## config.mk

```make
export PLATFORM = sky130hd
export DESIGN_NAME = psg_three_voice_sound_generator_top
export DESIGN_NICKNAME = d
export VERILOG_FILES = /design/src/hw/rtl/psg_pkg.sv /design/src/hw/rtl/psg_front.sv /design/src/hw/rtl/psg_back.sv /design/src/hw/rtl/psg_three_voice_sound_generator_top.sv
export SDC_FILE = /design/constraint.sdc
export NUM_CORES = 1
export LEC_CHECK = 0
export ABC_AREA = 1
export ABC_CLOCK_PERIOD_IN_PS = 21000
export BUFFER_PORTS_ARGS = -buffer_cell sky130_fd_sc_hd__buf_4
export CORE_ASPECT_RATIO = 1.2
export CORE_MARGIN = 10
export CORE_UTILIZATION = 60
export CTS_CLUSTER_DIAMETER = 40
export DETAILED_ROUTE_END_ITERATION = 10
export GPL_ROUTABILITY_DRIVEN = 1
export PLACE_DENSITY = 0.75
export SETUP_SLACK_MARGIN = 0.1
export SLEW_MARGIN = 20
export SYNTH_ARGS = -nofsm -noshare
export SYNTH_HDL_FRONTEND = slang
export SYNTH_SLANG_ARGS = --single-unit
```

## constraint.sdc

```tcl
create_clock -name clk -period 21 [get_ports clk]
set_input_delay 0 -clock clk [delete_from_list [all_inputs] [get_ports clk]]
set_output_delay 0 -clock clk [all_outputs]
set_load 0.02 [all_outputs]
```

## src/hw/rtl/psg_pkg.sv

```systemverilog
// ----------------------------------------------------------------------------
// psg_pkg: shared types, constants and level table for the sound generator
// Holds the input item type, window codes, register indexes and the
// 32-entry logarithmic level table.
// ----------------------------------------------------------------------------
package psg_pkg;

  localparam int unsigned ClockDivideDefault = 16;
  localparam int unsigned QueueDepth         = 4;

  // Address windows (top three address bits)
  localparam logic [2:0] WinSelect = 3'b110;
  localparam logic [2:0] WinData   = 3'b111;

  // Register indexes
  localparam logic [3:0] RegMixer = 4'd7;
  localparam logic [3:0] RegShape = 4'd13;

  // Classified item handed from front to back
  typedef enum logic [1:0] {
    KIND_TICK   = 2'd0,
    KIND_SELECT = 2'd1,
    KIND_DATA   = 2'd2,
    KIND_NONE   = 2'd3
  } item_kind_t;

  typedef struct packed {
    item_kind_t kind;
    logic [7:0] data;
  } item_t;

  function automatic logic [15:0] level_q16(input logic [4:0] lvl);
    logic [15:0] v;
    case (lvl)
      5'd0:  v = 16'd0;     5'd1:  v = 16'd0;     5'd2:  v = 16'd438;
      5'd3:  v = 16'd521;   5'd4:  v = 16'd619;   5'd5:  v = 16'd735;
      5'd6:  v = 16'd874;   5'd7:  v = 16'd1039;  5'd8:  v = 16'd1234;
      5'd9:  v = 16'd1467;  5'd10: v = 16'd1744;  5'd11: v = 16'd2072;
      5'd12: v = 16'd2463;  5'd13: v = 16'd2927;  5'd14: v = 16'd3479;
      5'd15: v = 16'd4135;  5'd16: v = 16'd4914;  5'd17: v = 16'd5841;
      5'd18: v = 16'd6942;  5'd19: v = 16'd8250;  5'd20: v = 16'd9806;
      5'd21: v = 16'd11654; 5'd22: v = 16'd13851; 5'd23: v = 16'd16462;
      5'd24: v = 16'd19565; 5'd25: v = 16'd23253; 5'd26: v = 16'd27636;
      5'd27: v = 16'd32845; 5'd28: v = 16'd39037; 5'd29: v = 16'd46395;
      5'd30: v = 16'd55141; 5'd31: v = 16'd65535;
      default: v = 16'd0;
    endcase
    return v;
  endfunction

endpackage

```

## src/hw/rtl/psg_front.sv

```systemverilog
// ----------------------------------------------------------------------------
// psg_front: input decode and item queue
// Classifies each input item (tick, select write, data write, ignored) and
// buffers it in a small FIFO toward the back end.
// ----------------------------------------------------------------------------
module psg_front #(
  parameter int unsigned DEPTH = psg_pkg::QueueDepth
) (
  input  logic                clk,
  input  logic                rst_n,
  input  logic                in_push,
  output logic                in_full,
  input  logic                in_op,
  input  logic [15:0]         in_address,
  input  logic [7:0]          in_value,
  output logic                q_valid,
  input  logic                q_take,
  output psg_pkg::item_t      q_item
);
  import psg_pkg::*;

  localparam int unsigned AW = (DEPTH > 1) ? $clog2(DEPTH) : 1;

  item_t            mem_r [DEPTH];
  logic [AW-1:0]    wr_ptr_r, wr_ptr_nxt;
  logic [AW-1:0]    rd_ptr_r, rd_ptr_nxt;
  logic [AW:0]      count_r, count_nxt;
  item_t            cls;
  logic             do_push, do_pop;

  // Classify
  always_comb begin
    cls.data = in_value;
    if (!in_op) begin
      cls.kind = KIND_TICK;
    end else if (in_address[15:13] == WinSelect) begin
      cls.kind = KIND_SELECT;
    end else if (in_address[15:13] == WinData) begin
      cls.kind = KIND_DATA;
    end else begin
      cls.kind = KIND_NONE;
    end
  end

  assign in_full = (count_r == (AW+1)'(DEPTH));
  assign q_valid = (count_r != '0);
  assign q_item  = mem_r[rd_ptr_r];
  assign do_push = in_push && !in_full;
  assign do_pop  = q_take && q_valid;

  // Pointer arithmetic
  always_comb begin
    wr_ptr_nxt = wr_ptr_r;
    rd_ptr_nxt = rd_ptr_r;
    count_nxt  = count_r;
    if (do_push) begin
      wr_ptr_nxt = (wr_ptr_r == AW'(DEPTH-1)) ? '0 : wr_ptr_r + 1'b1;
    end
    if (do_pop) begin
      rd_ptr_nxt = (rd_ptr_r == AW'(DEPTH-1)) ? '0 : rd_ptr_r + 1'b1;
    end
    if (do_push && !do_pop) count_nxt = count_r + 1'b1;
    else if (!do_push && do_pop) count_nxt = count_r - 1'b1;
  end

  always_ff @(posedge clk) begin
    if (!rst_n) begin
      wr_ptr_r <= '0;
      rd_ptr_r <= '0;
      count_r  <= '0;
    end else begin
      wr_ptr_r <= wr_ptr_nxt;
      rd_ptr_r <= rd_ptr_nxt;
      count_r  <= count_nxt;
    end
  end

  always_ff @(posedge clk) begin
    if (do_push) mem_r[wr_ptr_r] <= cls;
  end

`ifndef SYNTHESIS
  a_cnt_max: assert property (@(posedge clk) disable iff (!rst_n)
    count_r <= (AW+1)'(DEPTH)) else $error("queue overflow");
  a_cnt_track: assert property (@(posedge clk) disable iff (!rst_n)
    (do_push && !do_pop) |=> count_r == $past(count_r) + 1'b1)
    else $error("count not tracking push");
  a_empty_ptr: assert property (@(posedge clk) disable iff (!rst_n)
    (count_r == '0) |-> (wr_ptr_r == rd_ptr_r)) else $error("pointer skew");
`endif
endmodule

```

## src/hw/rtl/psg_back.sv

```systemverilog
// ----------------------------------------------------------------------------
// psg_back: generator core and mixer
// Applies one queued item per cycle, unless the two-entry out queue is full,
// to the register file, dividers, noise, envelope; queues the mixed sample.
// ----------------------------------------------------------------------------
module psg_back #(
  parameter int unsigned CLOCK_DIVIDE = psg_pkg::ClockDivideDefault
) (
  input  logic            clk,
  input  logic            rst_n,
  input  logic            q_valid,
  output logic            q_take,
  input  psg_pkg::item_t  q_item,
  output logic            out_empty,
  input  logic            out_pop,
  output logic [17:0]     out_sample
);
  import psg_pkg::*;

  localparam int unsigned PW = (CLOCK_DIVIDE > 1) ? $clog2(CLOCK_DIVIDE) : 1;

  logic [7:0]  regs_r [16];
  logic [7:0]  sel_r;
  logic [PW-1:0] pre_r;
  logic [11:0] tcnt_r [3];
  logic [2:0]  tlev_r;
  logic [4:0]  ncnt_r;
  logic        ntog_r;
  logic [16:0] nsh_r;
  logic [15:0] ecnt_r;
  logic [4:0]  elev_r;
  logic        erise_r;
  logic        ehold_r;

  // Two-entry output skid queue
  logic [17:0] oq_r [2];
  logic        ohead_r;
  logic [1:0]  ocnt_r;

  logic        step, slow, wr_data;
  logic [7:0]  mdata;
  logic [17:0] mix_val;

  assign q_take    = q_valid && (ocnt_r != 2'd2);
  assign step      = q_take;
  assign slow      = step && (q_item.kind == KIND_TICK) && (pre_r == PW'(CLOCK_DIVIDE-1));
  assign wr_data   = step && (q_item.kind == KIND_DATA) && (sel_r[7:4] == 4'd0);
  assign out_empty = (ocnt_r == 2'd0);
  assign out_sample = oq_r[ohead_r];

  // Data write masking
  always_comb begin
    case (sel_r[3:0])
      4'd1, 4'd3, 4'd5, 4'd13: mdata = {4'd0, q_item.data[3:0]};
      4'd6, 4'd8, 4'd9, 4'd10: mdata = {3'd0, q_item.data[4:0]};
      4'd14, 4'd15:            mdata = 8'd0;
      default:                 mdata = q_item.data;
    endcase
  end

  // Next state of generators (computed from current registers)
  logic [11:0] tcnt_nxt [3];
  logic [2:0]  tlev_nxt;
  logic [4:0]  ncnt_nxt;
  logic        ntog_nxt;
  logic [16:0] nsh_nxt;
  logic [15:0] ecnt_nxt;
  logic [4:0]  elev_nxt, elev_adv;
  logic        erise_nxt, erise_adv;
  logic        ehold_nxt, ehold_adv;

  always_comb begin
    logic [11:0] per, inc;
    logic [4:0]  nper, ninc;
    logic [15:0] eper, einc;
    logic [16:0] sh;
    logic [3:0]  shp;
    for (int ch = 0; ch < 3; ch++) begin
      per = {regs_r[ch*2+1][3:0], regs_r[ch*2]};
      if (per == 12'd0) per = 12'd1;
      inc = tcnt_r[ch] + 1'b1;
      if (inc >= per || inc == 12'd0) begin
        tcnt_nxt[ch] = 12'd0;
        tlev_nxt[ch] = ~tlev_r[ch];
      end else begin
        tcnt_nxt[ch] = inc;
        tlev_nxt[ch] = tlev_r[ch];
      end
    end
    nper = regs_r[6][4:0];
    if (nper == 5'd0) nper = 5'd1;
    ninc = ncnt_r + 1'b1;
    ncnt_nxt = ninc;
    ntog_nxt = ntog_r;
    nsh_nxt  = nsh_r;
    sh       = nsh_r;
    if (ninc >= nper || ninc == 5'd0) begin
      ncnt_nxt = 5'd0;
      ntog_nxt = ~ntog_r;
      if (!ntog_r) begin
        sh = {nsh_r[15:0], nsh_r[16] ^ nsh_r[13]};
        nsh_nxt = (sh == 17'd0) ? 17'd1 : sh;
      end
    end
    // Envelope step
    shp = regs_r[RegShape][3:0];
    elev_adv = elev_r; erise_adv = erise_r; ehold_adv = ehold_r;
    if (!ehold_r) begin
      if (erise_r && elev_r < 5'd31) elev_adv = elev_r + 1'b1;
      else if (!erise_r && elev_r > 5'd0) elev_adv = elev_r - 1'b1;
      else if (!shp[3]) begin
        elev_adv = 5'd0; ehold_adv = 1'b1;
      end else if (shp[0]) begin
        if (shp[1]) elev_adv = ~elev_r;
        ehold_adv = 1'b1;
      end else if (shp[1]) erise_adv = ~erise_r;
      else elev_adv = erise_r ? 5'd0 : 5'd31;
    end
    eper = {regs_r[12], regs_r[11]};
    if (eper == 16'd0) eper = 16'd1;
    einc = ecnt_r + 1'b1;
    ecnt_nxt = einc; elev_nxt = elev_r; erise_nxt = erise_r; ehold_nxt = ehold_r;
    if (einc >= eper || einc == 16'd0) begin
      ecnt_nxt = 16'd0;
      elev_nxt = elev_adv; erise_nxt = erise_adv; ehold_nxt = ehold_adv;
    end
  end

  // Control and generator registers
  always_ff @(posedge clk) begin
    if (!rst_n) begin
      for (int i = 0; i < 16; i++) regs_r[i] <= 8'd0;
      sel_r   <= 8'd0;
      pre_r   <= '0;
      for (int i = 0; i < 3; i++) tcnt_r[i] <= 12'd0;
      tlev_r  <= 3'd0;
      ncnt_r  <= 5'd0;
      ntog_r  <= 1'b1;
      nsh_r   <= 17'h1FFFF;
      ecnt_r  <= 16'd0;
      elev_r  <= 5'd31;
      erise_r <= 1'b0;
      ehold_r <= 1'b0;
    end else begin
      if (step && q_item.kind == KIND_SELECT) sel_r <= q_item.data;
      if (wr_data) begin
        regs_r[sel_r[3:0]] <= mdata;
        if (sel_r[3:0] == RegShape) begin
          erise_r <= mdata[2];
          elev_r  <= mdata[2] ? 5'd0 : 5'd31;
          ecnt_r  <= 16'd0;
          ehold_r <= 1'b0;
        end
      end
      if (step && q_item.kind == KIND_TICK) begin
        pre_r <= slow ? '0 : pre_r + 1'b1;
      end
      if (slow) begin
        for (int i = 0; i < 3; i++) tcnt_r[i] <= tcnt_nxt[i];
        tlev_r  <= tlev_nxt;
        ncnt_r  <= ncnt_nxt;
        ntog_r  <= ntog_nxt;
        nsh_r   <= nsh_nxt;
        ecnt_r  <= ecnt_nxt;
        elev_r  <= elev_nxt;
        erise_r <= erise_nxt;
        ehold_r <= ehold_nxt;
      end
    end
  end

  // Mixer on the state after the item: build post-item view
  always_comb begin
    logic [7:0]  r7, vol;
    logic [7:0]  vreg [3];
    logic [2:0]  tl;
    logic        nz;
    logic [4:0]  el, lvl;
    r7 = regs_r[RegMixer];
    for (int ch = 0; ch < 3; ch++) vreg[ch] = regs_r[8+ch];
    tl = tlev_r;
    nz = nsh_r[0];
    el = elev_r;
    if (wr_data) begin
      if (sel_r[3:0] == RegMixer) r7 = mdata;
      for (int ch = 0; ch < 3; ch++)
        if (sel_r[3:0] == 4'(8+ch)) vreg[ch] = mdata;
      if (sel_r[3:0] == RegShape) el = mdata[2] ? 5'd0 : 5'd31;
    end
    if (slow) begin
      tl = tlev_nxt;
      nz = nsh_nxt[0];
      el = elev_nxt;
    end
    mix_val = 18'd0;
    for (int ch = 0; ch < 3; ch++) begin
      vol = vreg[ch];
      if (vol[4]) lvl = el;
      else lvl = (vol[3:0] != 4'd0) ? {vol[3:0], 1'b1} : 5'd0;
      if ((r7[ch] || tl[ch]) && (r7[ch+3] || nz))
        mix_val = mix_val + {2'b00, level_q16(lvl)};
    end
  end

  // Output queue
  always_ff @(posedge clk) begin
    if (!rst_n) begin
      ohead_r <= 1'b0;
      ocnt_r  <= 2'd0;
    end else begin
      if (out_pop && !out_empty) ohead_r <= ~ohead_r;
      case ({step, out_pop && !out_empty})
        2'b10:   ocnt_r <= ocnt_r + 1'b1;
        2'b01:   ocnt_r <= ocnt_r - 1'b1;
        default: ocnt_r <= ocnt_r;
      endcase
    end
  end

  always_ff @(posedge clk) begin
    if (step) oq_r[ohead_r ^ ocnt_r[0]] <= mix_val;
  end

`ifndef SYNTHESIS
  a_ocnt: assert property (@(posedge clk) disable iff (!rst_n)
    ocnt_r <= 2'd2) else $error("output queue overflow");
  a_pre: assert property (@(posedge clk) disable iff (!rst_n)
    pre_r <= PW'(CLOCK_DIVIDE-1)) else $error("prescaler out of range");
  a_nsh: assert property (@(posedge clk) disable iff (!rst_n)
    nsh_r != 17'd0) else $error("noise register zero");
`endif
endmodule

```

## src/hw/rtl/psg_three_voice_sound_generator_top.sv

```systemverilog
// ----------------------------------------------------------------------------
// psg_three_voice_sound_generator_top: three-voice sound generator
// Tone, noise and envelope generators with a log-level mixer.
// ----------------------------------------------------------------------------
// Usage:
//   Input queue: drive in_op/in_address/in_value and raise in_push; a beat is
//   taken at a clock edge with in_push high and in_full low. in_op low is one
//   CPU tick, high is a bus write (select window 110, data window 111).
//   Output queue: every input beat yields exactly one out_sample, valid while
//   out_empty is low; out_pop takes it.
//   Each beat is first stored in the input queue; the back end then
//   registers its sample into the output queue. Throughput: one beat per
//   cycle while the output queue is not full.
//   Reset (rst_n low, synchronous) clears all generator state and both
//   queues. When the receiver stalls, the two-entry output queue fills, the
//   back end halts, and then the input queue fills and in_full rises; no
//   beat is dropped.
// ----------------------------------------------------------------------------
module psg_three_voice_sound_generator_top #(
  parameter int unsigned CLOCK_DIVIDE = psg_pkg::ClockDivideDefault,
  parameter int unsigned QUEUE_DEPTH  = psg_pkg::QueueDepth
) (
  input  logic        clk,
  input  logic        rst_n,
  input  logic        in_push,
  output logic        in_full,
  input  logic        in_op,
  input  logic [15:0] in_address,
  input  logic [7:0]  in_value,
  output logic        out_empty,
  input  logic        out_pop,
  output logic [17:0] out_sample
);
  import psg_pkg::*;

  logic  q_valid, q_take;
  item_t q_item;

  psg_front #(.DEPTH(QUEUE_DEPTH)) u_front (
    .clk, .rst_n, .in_push, .in_full, .in_op, .in_address, .in_value,
    .q_valid, .q_take, .q_item
  );

  psg_back #(.CLOCK_DIVIDE(CLOCK_DIVIDE)) u_back (
    .clk, .rst_n, .q_valid, .q_take, .q_item, .out_empty, .out_pop, .out_sample
  );
endmodule

```

# [Word-level counts from Yosys, hierarchy flattened]
# Memories as Yosys holds them, arrays and structs flattened. A register that Yosys moved wholly into a read port is not among the register bits.
# Cells that the tools add are included.
[word_totals] mem_bits_ro=1536 ramBits=240 n_memories=7 out_inout_bits=20 wordCells=251 latchBits=0 regBits=71 in_bits=29
[memory_table] name="(no name shown)" words=32 word_bits=16 read_ports=1 rd_ports_with_merged_regs=0 write_ports=0 line_no="psg_pkg.sv:34" source="case (lvl)"
[memory_table] name="(no name shown)" words=32 word_bits=16 read_ports=1 rd_ports_with_merged_regs=0 write_ports=0 line_no="psg_pkg.sv:34"
[memory_table] name="(no name shown)" words=32 word_bits=16 read_ports=1 rd_ports_with_merged_regs=0 write_ports=0 line_no="psg_pkg.sv:34"
[memory_table] name="u_back.regs_r" words=16 word_bits=8 read_ports=14 rd_ports_with_merged_regs=0 write_ports=16 line_no="psg_back.sv:22" source="logic [7:0] regs_r [16];"
[memory_table] name="u_front.mem_r" words=4 word_bits=10 read_ports=1 rd_ports_with_merged_regs=1 write_ports=1 line_no="psg_front.sv:24" source="item_t mem_r [DEPTH];"
[memory_table] name="u_back.oq_r" words=2 word_bits=18 read_ports=1 rd_ports_with_merged_regs=1 write_ports=1 line_no="psg_back.sv:36" source="logic [17:0] oq_r [2];"
[memory_table] name="1 more memories"
[classes] reduce_logical=63 order_cmp=7 add_sub_neg=16 n_mux=101 div=0 multipliers=0 n_eq_ne=29 bitwise=12 n_shift=0
[ops] operator="$mux W16" n=8
[ops] operator="$mux W5" n=22
[ops] operator="$mux W12" n=9
[ops] operator="$logic_not A12 Y1" n=6
[ops] operator="$mux W1" n=40
[ops] operator="$add A12 B1 Y12 const B" n=3
[ops] operator="$ge A12 B12 Y1" n=3
[ops] operator="$mux W18" n=2
[ops] operator="$logic_not A16 Y1" n=2
[ops] operator="$eq A4 B4 Y1 const B" n=7
[ops] operator="$mux W8" n=3
[ops] operator="$pmux W8 S3" n=1
[ops] operator="$mux W21" n=1
[ops] operator="$add A18 B16 Y18" n=1
[ops] operator="$add A16 B16 Y17" n=1
[ops] operator="$logic_not A17 Y1" n=1
[ops] operator="$mux W17" n=1
[ops] operator="$add A16 B1 Y16 const B" n=1
[ops] operator="$ge A16 B16 Y1" n=1
[ops] operator="$logic_and A1 B1 Y1" n=16
[ops] operator="$ne A2 B2 Y1 const B" n=8
[ops] operator="$eq A4 B3 Y1 const B" n=3
[ops] operator="$mux W2" n=6
[ops] operator="$mux W6" n=2
[ops] operator="other kinds (36)" n=80

# [Logic depth before layout (Yosys ltp)]
# Gate-level depths: netlist of the first run.
# An unclocked memory read counts as a cell.
[logic_depth] depth_word=16 depth_mapped=56 depth_no_buf=56

# [Modules after synthesis]
# Synthesis of the first run repeated with hierarchy kept, for this count alone.
[unflattened] cells_unflattened=2301 area_unflattened_um2=17855.9
[modules_own_cells] mod="psg_back" cells_per_inst=2128 n_inst=1 area_per_inst_um2=15831.4
[modules_own_cells] mod="psg_front" cells_per_inst=173 n_inst=1 area_per_inst_um2=2024.4

# [Least setup slack after synthesis of the first run]
# OpenSTA, ideal clock, no wires.
[synth_path] path_type="register to register" start="register u_back.ecnt_r[0]" end="memory u_back.oq_r[0][15], data pin" path_stages_with_launch=48 arrival_ns=6.440 n_path_buf=0 synth_period_minus_slack_ns=6.703 required_time_ns=20.737 path_slack_ns=14.297 path_cell_list="dfxtp_1 > ha_1 > nand3_1 > nor2_2 > nand3_1 > nand2_1 > nand2_1 > ha_1 > nand2_1 > inv_1 > a31oi_1 > o21ai_0 > nor2_1 > nand2_1 > nor2_1 > nand2_4 > nand2_1 > nand2_1 > [... 12 more ...] > nand2_1 > a21oi_1 > o21ai_0 > xnor2_1 > nand2_1 > and2_1 > ha_1 > nand2_1 > nor2_1 > a211oi_1 > o21ai_0 > a31oi_1 > o21ai_0 > nand2_1 > nand2_1 > a21oi_1 > xor2_1 > o21ai_1"
[synth_between] elab_chain_cells=12
[synth_lines] item="from (decl)" line_no="psg_back.sv:30" source="logic [15:0] ecnt_r;"
[synth_lines] item="from (signal assigned)" line_no="psg_back.sv:164" source="ecnt_r <= ecnt_nxt;"
[synth_lines] item="$add A16 B1 Y16 *" line_no="psg_back.sv:121" source="einc = ecnt_r + 1'b1;"
[synth_lines] item="$ge A16 B16 Y1 / $logic_not A16 Y1 (equally long branches)" line_no="psg_back.sv:123" source="if (einc >= eper || einc == 16'd0) begin"
[synth_lines] item="$logic_or A1 B1 Y1 *" line_no="psg_back.sv:123"
[synth_lines] item="$mux W5 *" line_no="psg_back.sv:123"
[synth_lines] item="$mux W5 *" line_no="psg_back.sv:190" source="if (slow) begin"
[synth_lines] item="$mux W5" line_no="psg_back.sv:198" source="if (vol[4]) lvl = el;"
[synth_lines] item="$mem_v2 Z32 W16"
[synth_lines] item="$mux W16" line_no="psg_back.sv:200" source="if ((r7[ch] || tl[ch]) && (r7[ch+3] || nz))"
[synth_lines] item="$add A16 B16 Y17" line_no="psg_back.sv:201" source="mix_val = mix_val + {2'b00, level_q16(lvl)};"
[synth_lines] item="$mux W18" line_no="psg_back.sv:200"
[synth_lines] item="$add A18 B16 Y18" line_no="psg_back.sv:201"
[synth_lines] item="$mux W18 *" line_no="psg_back.sv:200"
[synth_lines] item="net u_back.mix_val[15]" line_no="psg_back.sv:42" source="logic [17:0] mix_val;"
[synth_lines] item="to (decl)" line_no="psg_back.sv:36"
# Mark *: on every way through the listed nets, which the timed path passes. The rest lies on a longest branch. The select of a mux whose other input is x is not followed.

# [Worst setup path in the final report of the first run]
[layout_path] start="register u_back.ecnt_r[0]" end="memory u_back.oq_r[0][16], data pin"
# The elaborated chain is that of the path after synthesis.

==> results.json, run 1 <==
{
  "first_pass_iters": 6,
  "rsz0062_at_grt": "false",
  "nNetsFinal": 2491,
  "numClockSinks": 267,
  "total_power_mw": 1.94,
  "tns_ns": 0,
  "synth-seq-cells": 267,
  "utilization_pct": 67.0,
  "area_growth_pct": 10.4,
  "slew_headroom_pct": 35.3,
  "synth_common_cells": "nand2_1 (528), inv_1 (280), nor2_1 (259)",
  "period_share_pct": 39.0,
  "hp-class": "input port to flop",
  "numCtsBuffers": 35,
  "std_cell_rows": 69,
  "synth_most_common_cell": "nand2_1",
  "power_frac_clock_pct": 31.4,
  "synthCells": 2298,
  "n_fill_cell": 2498,
  "insertion_delay_ns": 0.54,
  "critPathMaxStageDelay_ns": 0.46,
  "drc": 0,
  "dr_total_vias": 15468,
  "num_io_pins": 49,
  "cts-resized-gates": 0,
  "pwr_density_cell_mw_per_mm2": 97.9,
  "critPathBufInv": 3,
  "intPower_mw": 1.22,
  "cts-hold-fix-buffers": 16,
  "swShare_pct": 37.3,
  "critical_path_class": "flop to flop",
  "antenna_found_initial": 1,
  "ant_nets": 0,
  "cp_data_arrival_time_ns": 8.44,
  "yosys-top-cells-area": "edfxtp_1 (32%), nand2_1 (11%), ha_1 (8.8%), dfxtp_1 (8.2%), inv_1 (5.8%)",
  "first_global_vias": 14735,
  "die_height_microns": 210,
  "grt_usage_pct": 22.7,
  "cp_data_required_time_ns": 21.24,
  "ys.flop_type": "edfxtp_1",
  "crit_slowest_cell": "dfxtp_1",
  "grt_overflow": 0,
  "drtIter0Drc": 1304,
  "async_reset_ff_share_pct": 0,
  "tightest_slew_ns": 0.967,
  "dp_cells": 2670,
  "core_area_sq_mm": 0.0296,
  "yosys.area.top_type_share_pct": 32.3,
  "crit_family": "simple AND/OR/NAND/NOR gates",
  "die_x_microns": 178,
  "root_buffer": "clkbuf_16",
  "gp_congestion": 0.902,
  "hold_violations": 0,
  "yosysTopAreaCell": "edfxtp_1",
  "worst_setup_path_end_kind": "flop",
  "syn_area_sq_mm": 0.0180,
  "synth_edf_count": 193,
  "fin_skew_ns": 0.0296,
  "tritoncts": "done",
  "initial_core_util_pct": 60.7,
  "status": "finished, final reports clean",
  "grt_pass1_wl_microns": 70000,
  "wl_per_cell_microns": 15.5,
  "drv_slew": 0,
  "cp_max_fo": 9,
  "instances_no_fill": 2750,
  "fin_hold_ws_ns": 0.216,
  "switchingPower_uw": 725,
  "peakVddDrop_v": 0.0000936,
  "viasPerCell": 5.62,
  "synth_cell_types": 64,
  "comb_power_share_pct": 32.9,
  "die-area_sq_mm": 0.0373,
  "io_buffers": 35,
  "p_seq_share_pct": 35.7,
  "ys_seq_area_share_pct": 40.5,
  "cts_max_path_buffers": 3,
  "dp_hpwl_microns": 31200,
  "htreeDepth": 2,
  "synth_nets": 2456,
  "cp_common_cell": "nand2_1",
  "n_antenna_cell": 0,
  "clock.fmax_mhz": 122,
  "yosys_warnings": 0,
  "wl_microns": 42600,
  "setup_viol_count_final": 0,
  "clk_pin_slew_worst_paths_ns": 0.06,
  "drv_cap": 0,
  "postSynthAreaPerCell_sq_um": 7.82,
  "grt_max_degree": 59,
  "startpoint_type": "flop",
  "drive_above_1_share_pct": 9.36,
  "period_needed_ns": 8.20,
  "power_leakage_nw": 9.20,
  "post_cts_buffers": 0
}
-- final cells by class --
class,count,area (sq um),share of cell area (%)
well taps,390,488,2.46
inverters,315,1190,6.01
clock inverters,23,253,1.27
flip-flops and latches,267,7280,36.7
clock buffers,41,951,4.79
multi-input cells,1657,9210,46.4
repair buffers,57,468,2.36
-- sequential cells by signal (all words and copies together), names as in the netlist, named ones only --
name and count:
u_back.regs_r 81, u_front.mem_r 40, u_back.oq_r 36, u_back.tcnt_r 36
u_back.nsh_r 17, u_back.ecnt_r 16, u_back.sel_r 8, u_back.elev_r 5
u_back.ncnt_r 5, u_back.pre_r 4, u_back.tlev_r 3, u_front.count_r 3
u_back.ocnt_r 2, u_front.rd_ptr_r 2, u_front.wr_ptr_r 2, u_back.ehold_r 1
u_back.erise_r 1, u_back.ntog_r 1, u_back.ohead_r 1
-- metal layers --
layer / share of wire (%) / track usage, %
met1: 42 / 27.0
met2: 50 / 40.2
met3: 4.9 / 3.21
met4: 3.2 / 8.81
met5: 0 / 0
-- worst register-to-register path: cells and delay by family (launching register included) --
family                   cells  cell delay (ns)
AND/OR/NAND/NOR             25             2.65
XOR/XNOR                     1             0.09
buffers and inverters        3             0.27
AO/OA/AOI/OAI               13             2.54
adder cells (fa/ha/maj)      6             1.88
flip-flops                   1             0.46
-- cells by family (layout without fill, tap and decap cells) --
family / after synthesis / in the layout / synth area share (%)
adder cells (fa/ha/maj): 129 / 129 / 9.11
AND/OR/NAND/NOR: 1113 / 1113 / 27.0
XOR/XNOR: 54 / 54 / 2.63
AO/OA/AOI/OAI: 343 / 343 / 11.4
buffers and inverters: 374 / 436 / 8.27
flip-flops: 267 / 267 / 40.5
multiplexers: 18 / 18 / 1.13
-- metrics by stage --
step	setup slack, ns	instance area, sq um
floorplan	14.30	18000
global placement	13.03	18500
detailed placement	12.92	18500
CTS	12.87	19800
global route	11.91	19800
finish	12.80	19800
-- cells in the final DEF (no fill, tap or decap), types with 6 or more instances in the layout --
master           n
buf_4           41
a31oi_1         11
mux2_2          18
o21ai_0         95
dfxtp_1         74
clkbuf_16       37
and2_1          10
o21ai_2         11
o211ai_1        16
edfxtp_1       193
o21ai_1         17
nand4_1         26
nor2_2           8
a32o_1           7
o21bai_1         9
xnor2_1         16
nand2_2         20
a21oi_1        123
nand2_1        528
o22ai_1          7
xor2_1          38
dlygate4sd3_1   16
inv_6            8
o31ai_1          7
or2_2            6
nor4_1          13
nor2_1         258
ha_1           126
inv_1          280
nor3_1          31
nand3_1        184
nand2_4          6
o21a_1          12
inv_2           29
-- path summary, 6_finish.rpt --
check	start	to	slack, ns	depth (start not counted)
worst min register to register	u_back.sel_r[7]	u_back.sel_r[7]	0.45	2
worst max-delay path	u_back.ecnt_r[0]	u_back.oq_r[0][16]	12.80	48
worst max register to register	u_back.ecnt_r[0]	u_back.oq_r[0][16]	12.80	48
worst min-delay path	in_value[5]	u_front.mem_r[2][5]	0.22	2
-- power by group through the flow --
stage | sequential [mW] | combinational [mW] | clock (mW)
detailed placement | 0.704 | 0.631 | 0
global placement | 0.700 | 0.617 | 0
global route | 0.702 | 0.708 | 0.642
CTS | 0.694 | 0.636 | 0.616
finish | 0.694 | 0.639 | 0.610
floorplan | 0.686 | 0.464 | 0
(Power assumes the default switching activity.)
==> run 2: changes to the inputs <==
--- a/config.mk
+++ b/config.mk
@@ -5,16 +5,16 @@
 export SDC_FILE = /design/constraint.sdc
 export NUM_CORES = 1
 export LEC_CHECK = 0
-export ABC_AREA = 1
-export ABC_CLOCK_PERIOD_IN_PS = 21000
+export ABC_AREA = 0
+export ABC_CLOCK_PERIOD_IN_PS = 7190
 export BUFFER_PORTS_ARGS = -buffer_cell sky130_fd_sc_hd__buf_4
 export CORE_ASPECT_RATIO = 1.2
 export CORE_MARGIN = 10
-export CORE_UTILIZATION = 60
+export CORE_UTILIZATION = 58
 export CTS_CLUSTER_DIAMETER = 40
 export DETAILED_ROUTE_END_ITERATION = 10
 export GPL_ROUTABILITY_DRIVEN = 1
-export PLACE_DENSITY = 0.75
+export PLACE_DENSITY = 0.76
 export SETUP_SLACK_MARGIN = 0.1
 export SLEW_MARGIN = 20
 export SYNTH_ARGS = -nofsm -noshare
==> constraint.sdc (replaced) <==
create_clock -name clk -period 7.19 [get_ports clk]
set_input_delay 0 -clock clk [delete_from_list [all_inputs] [get_ports clk]]
set_output_delay 0 -clock clk [all_outputs]
set_load 0.02 [all_outputs]
==> results.json, run 2 <==
{
  "status": "complete, but fails checks",
  "violations": "setup timing",
  "area_growth_pct": 23.1,
  "period_share_pct": 105,
  "yosys.area_share.simple_pct": 19.8,
  "startpoint_type": "flop",
  "fin_ws_ns": -0.330,
  "cp_data_arrival_time_ns": 7.76,
  "power_leakage_nw": 9.39,
  "insertion_delay_ns": 0.54,
  "first_pass_iters": 5,
  "ys.flop_type": "edfxtp_1",
  "drv_cap": 0,
  "fin_hold_ws_ns": 0.0688,
  "numClockSinks": 267,
  "crit_start": "u_back.ecnt_r[1]",
  "core_area_sq_mm": 0.0314,
  "grt_overflow": 0,
  "period_needed_ns": 7.52,
  "final_cell_mix": "buf_4 (302), edfxtp_1 (193), nor2_1 (187), nand2_1 (172), ha_1 (117)",
  "htreeDepth": 2,
  "wl_met1_microns": 19700,
  "grt_max_degree": 66,
  "die_height_microns": 215,
  "synth-compound-area-share_pct": 16.4,
  "peakVddDrop_v": 0.000262,
  "wl_per_cell_microns": 19.0,
  "async_reset_ff_share_pct": 0,
  "critical_path_class": "flop to flop",
  "yosys.area.top_type_share_pct": 31.4,
  "pwr_density_cell_mw_per_mm2": 245,
  "hp-start": "in_push",
  "std_cell_rows": 71,
  "critPathMaxStageDelay_ns": 0.37,
  "dp_hpwl_microns": 36000,
  "multi_input_area_sq_mm": 0.0109,
  "synth_most_common_cell": "edfxtp_1",
  "wl_microns": 50400,
  "hold_violations": 0,
  "n_antenna_cell": 0,
  "largestRegisters": "u_back.regs_r x81, u_front.mem_r x40",
  "cp_common_cell": "a21oi_2",
  "gp_congestion": 0.978,
  "top_register": "u_back.regs_r",
  "muxShareOfSynthArea_pct": 6.19,
  "synth_edf_count": 193,
  "viasPerCell": 6.12,
  "grt_pass1_wl_microns": 80800,
  "clock.fmax_mhz": 133,
  "drtIter0Drc": 1377,
  "highest-signal-layer": "met4",
  "antenna_found_initial": 0,
  "cp_max_fo": 6,
  "drc": 0,
  "synth-seq-cells": 267,
  "initial_core_util_pct": 58.8,
  "yosysTopAreaCell": "edfxtp_1",
  "worst_setup_path_end_kind": "flop",
  "io_buffers": 35,
  "die_x_microns": 183,
  "wl_met2_microns": 26000,
  "num_io_pins": 49,
  "synth-xor-area-share_pct": 4.51,
  "tritoncts": "done",
  "yosys-top-cells-area": "edfxtp_1 (31%), ha_1 (8.5%), dfxtp_1 (8.0%), nor2_1 (3.9%), nand2_1 (3.5%)",
  "r2r_start": "u_back.ecnt_r[1]",
  "die-area_sq_mm": 0.0394,
  "drv_slew": 0,
  "synthCells": 1976,
  "tightest_slew_ns": 1.07,
  "fin_skew_ns": 0.0228,
  "regArea_sq_mm": 0.00729,
  "ys_seq_area_share_pct": 39.5,
  "rsz0062_at_grt": "true",
  "synth_cell_types": 95,
  "ant_nets": 0,
  "first_global_vias": 16081,
  "synth_fa_ha_area_share_pct": 8.87,
  "nNetsFinal": 2384,
  "n_fill_cell": 2227,
  "cts_max_path_buffers": 3,
  "yosys_warnings": 0,
  "root_buffer": "clkbuf_16",
  "synth_top_family_by_area": "simple AND/OR/NAND/NOR gates",
  "dr_total_vias": 16235,
  "utilization_pct": 72.4,
  "syn_area_sq_mm": 0.0184,
  "grt_usage_pct": 24.6,
  "synth_nets": 2134,
  "clk_pin_slew_worst_paths_ns": 0.06,
  "cp_data_required_time_ns": 7.43,
  "setup_viol_count_final": 18,
  "wl_met3_microns": 2730,
  "final_common_cell": "buf_4",
  "numCtsBuffers": 34,
  "drive_above_1_share_pct": 24.4,
  "largest_reg_flops": 81,
  "postSynthAreaPerCell_sq_um": 9.33,
  "synth_common_cells": "edfxtp_1 (193), nor2_1 (192), nand2_1 (174)",
  "hp-class": "input port to flop",
  "slew_headroom_pct": 28.6,
  "crit_slowest_cell": "dfxtp_4"
}
run 2: final timing paths:
| kind | slack [ns] | end | cells after the start |
|---|---|---|---|
| worst max-delay path | -0.33 | u_back.oq_r[1][15] | 41 |
| worst min-delay path | 0.07 | u_front.wr_ptr_r[0] | 4 |
| worst max register to register | -0.33 | u_back.oq_r[1][15] | 41 |
| worst min register to register | 0.50 | u_back.ntog_r | 2 |
run 2: repair_timing:
action | CTS | global route
resized for setup | 42 | 51
hold buffers | 14 | 0
setup buffers | 18 | 7
endpoints found under the setup margin | 20 | 24
pin swaps | 34 | 15
endpoints found under the hold margin | 59 | 0
run 2: metal layers:
| layer | vias to the layer above | track usage [%] |
|---|---|---|
| met2 | 567 | 44.3 |
| li1 | 7764 | - |
| met4 | 0 | 10.2 |
| met1 | 7769 | 28.7 |
| met5 | - | 0 |
| met3 | 135 | 3.13 |
run 2: final cells by class:
type | instances | area share [%]
Inverter | 109 | 1.82
Clock inverter | 22 | 1.01
Multi-Input combinational cell | 1492 | 47.9
Tap cell | 401 | 2.21
Sequential cell | 267 | 32.1
Timing Repair Buffer | 322 | 11.0
Clock buffer | 40 | 3.94
run 2: cell families (layout without fill, tap and decap cells):
logic type | count (synthesis) | count (layout)
AO/OA/AOI/OAI | 440 | 440
flip-flops | 267 | 267
XOR/XNOR | 95 | 95
multiplexers | 97 | 97
AND/OR/NAND/NOR | 731 | 731
buffers and inverters | 217 | 493
adder cells (fa/ha/maj) | 129 | 129
run 2: through the flow:
step	setup TNS (ns)	power, mW	instance area (sq um)	setup slack (ns)	std cells
2_1_floorplan	-1.01	3.11	18600	-0.193	1976
3_3_place_gp	-1.57	3.74	20800	-0.217	2552
3_5_place_dp	-4.88	3.78	20800	-0.393	2552
4_1_cts	-0.605	5.52	22400	-0.126	2646
5_1_grt	-10.01	5.79	22700	-0.733	2653
6_report	-3.38	5.56	22700	-0.330	2653
run 2: critical path, delay by kind of cell, from the launching register on:
kind | cells | cell delay, ns
mux | 1 | 0.11
xor+xnor | 3 | 0.34
fa+ha+maj | 5 | 1.45
compound gates | 18 | 3.26
flops | 1 | 0.37
simple gates | 9 | 1.17
buf+inv | 5 | 0.53
run 2: power breakdown:
part	internal (mW)	switching (mW)
registers	1.88	0.107
clock network	0.990	0.700
logic	0.764	1.11
total	3.64	1.92
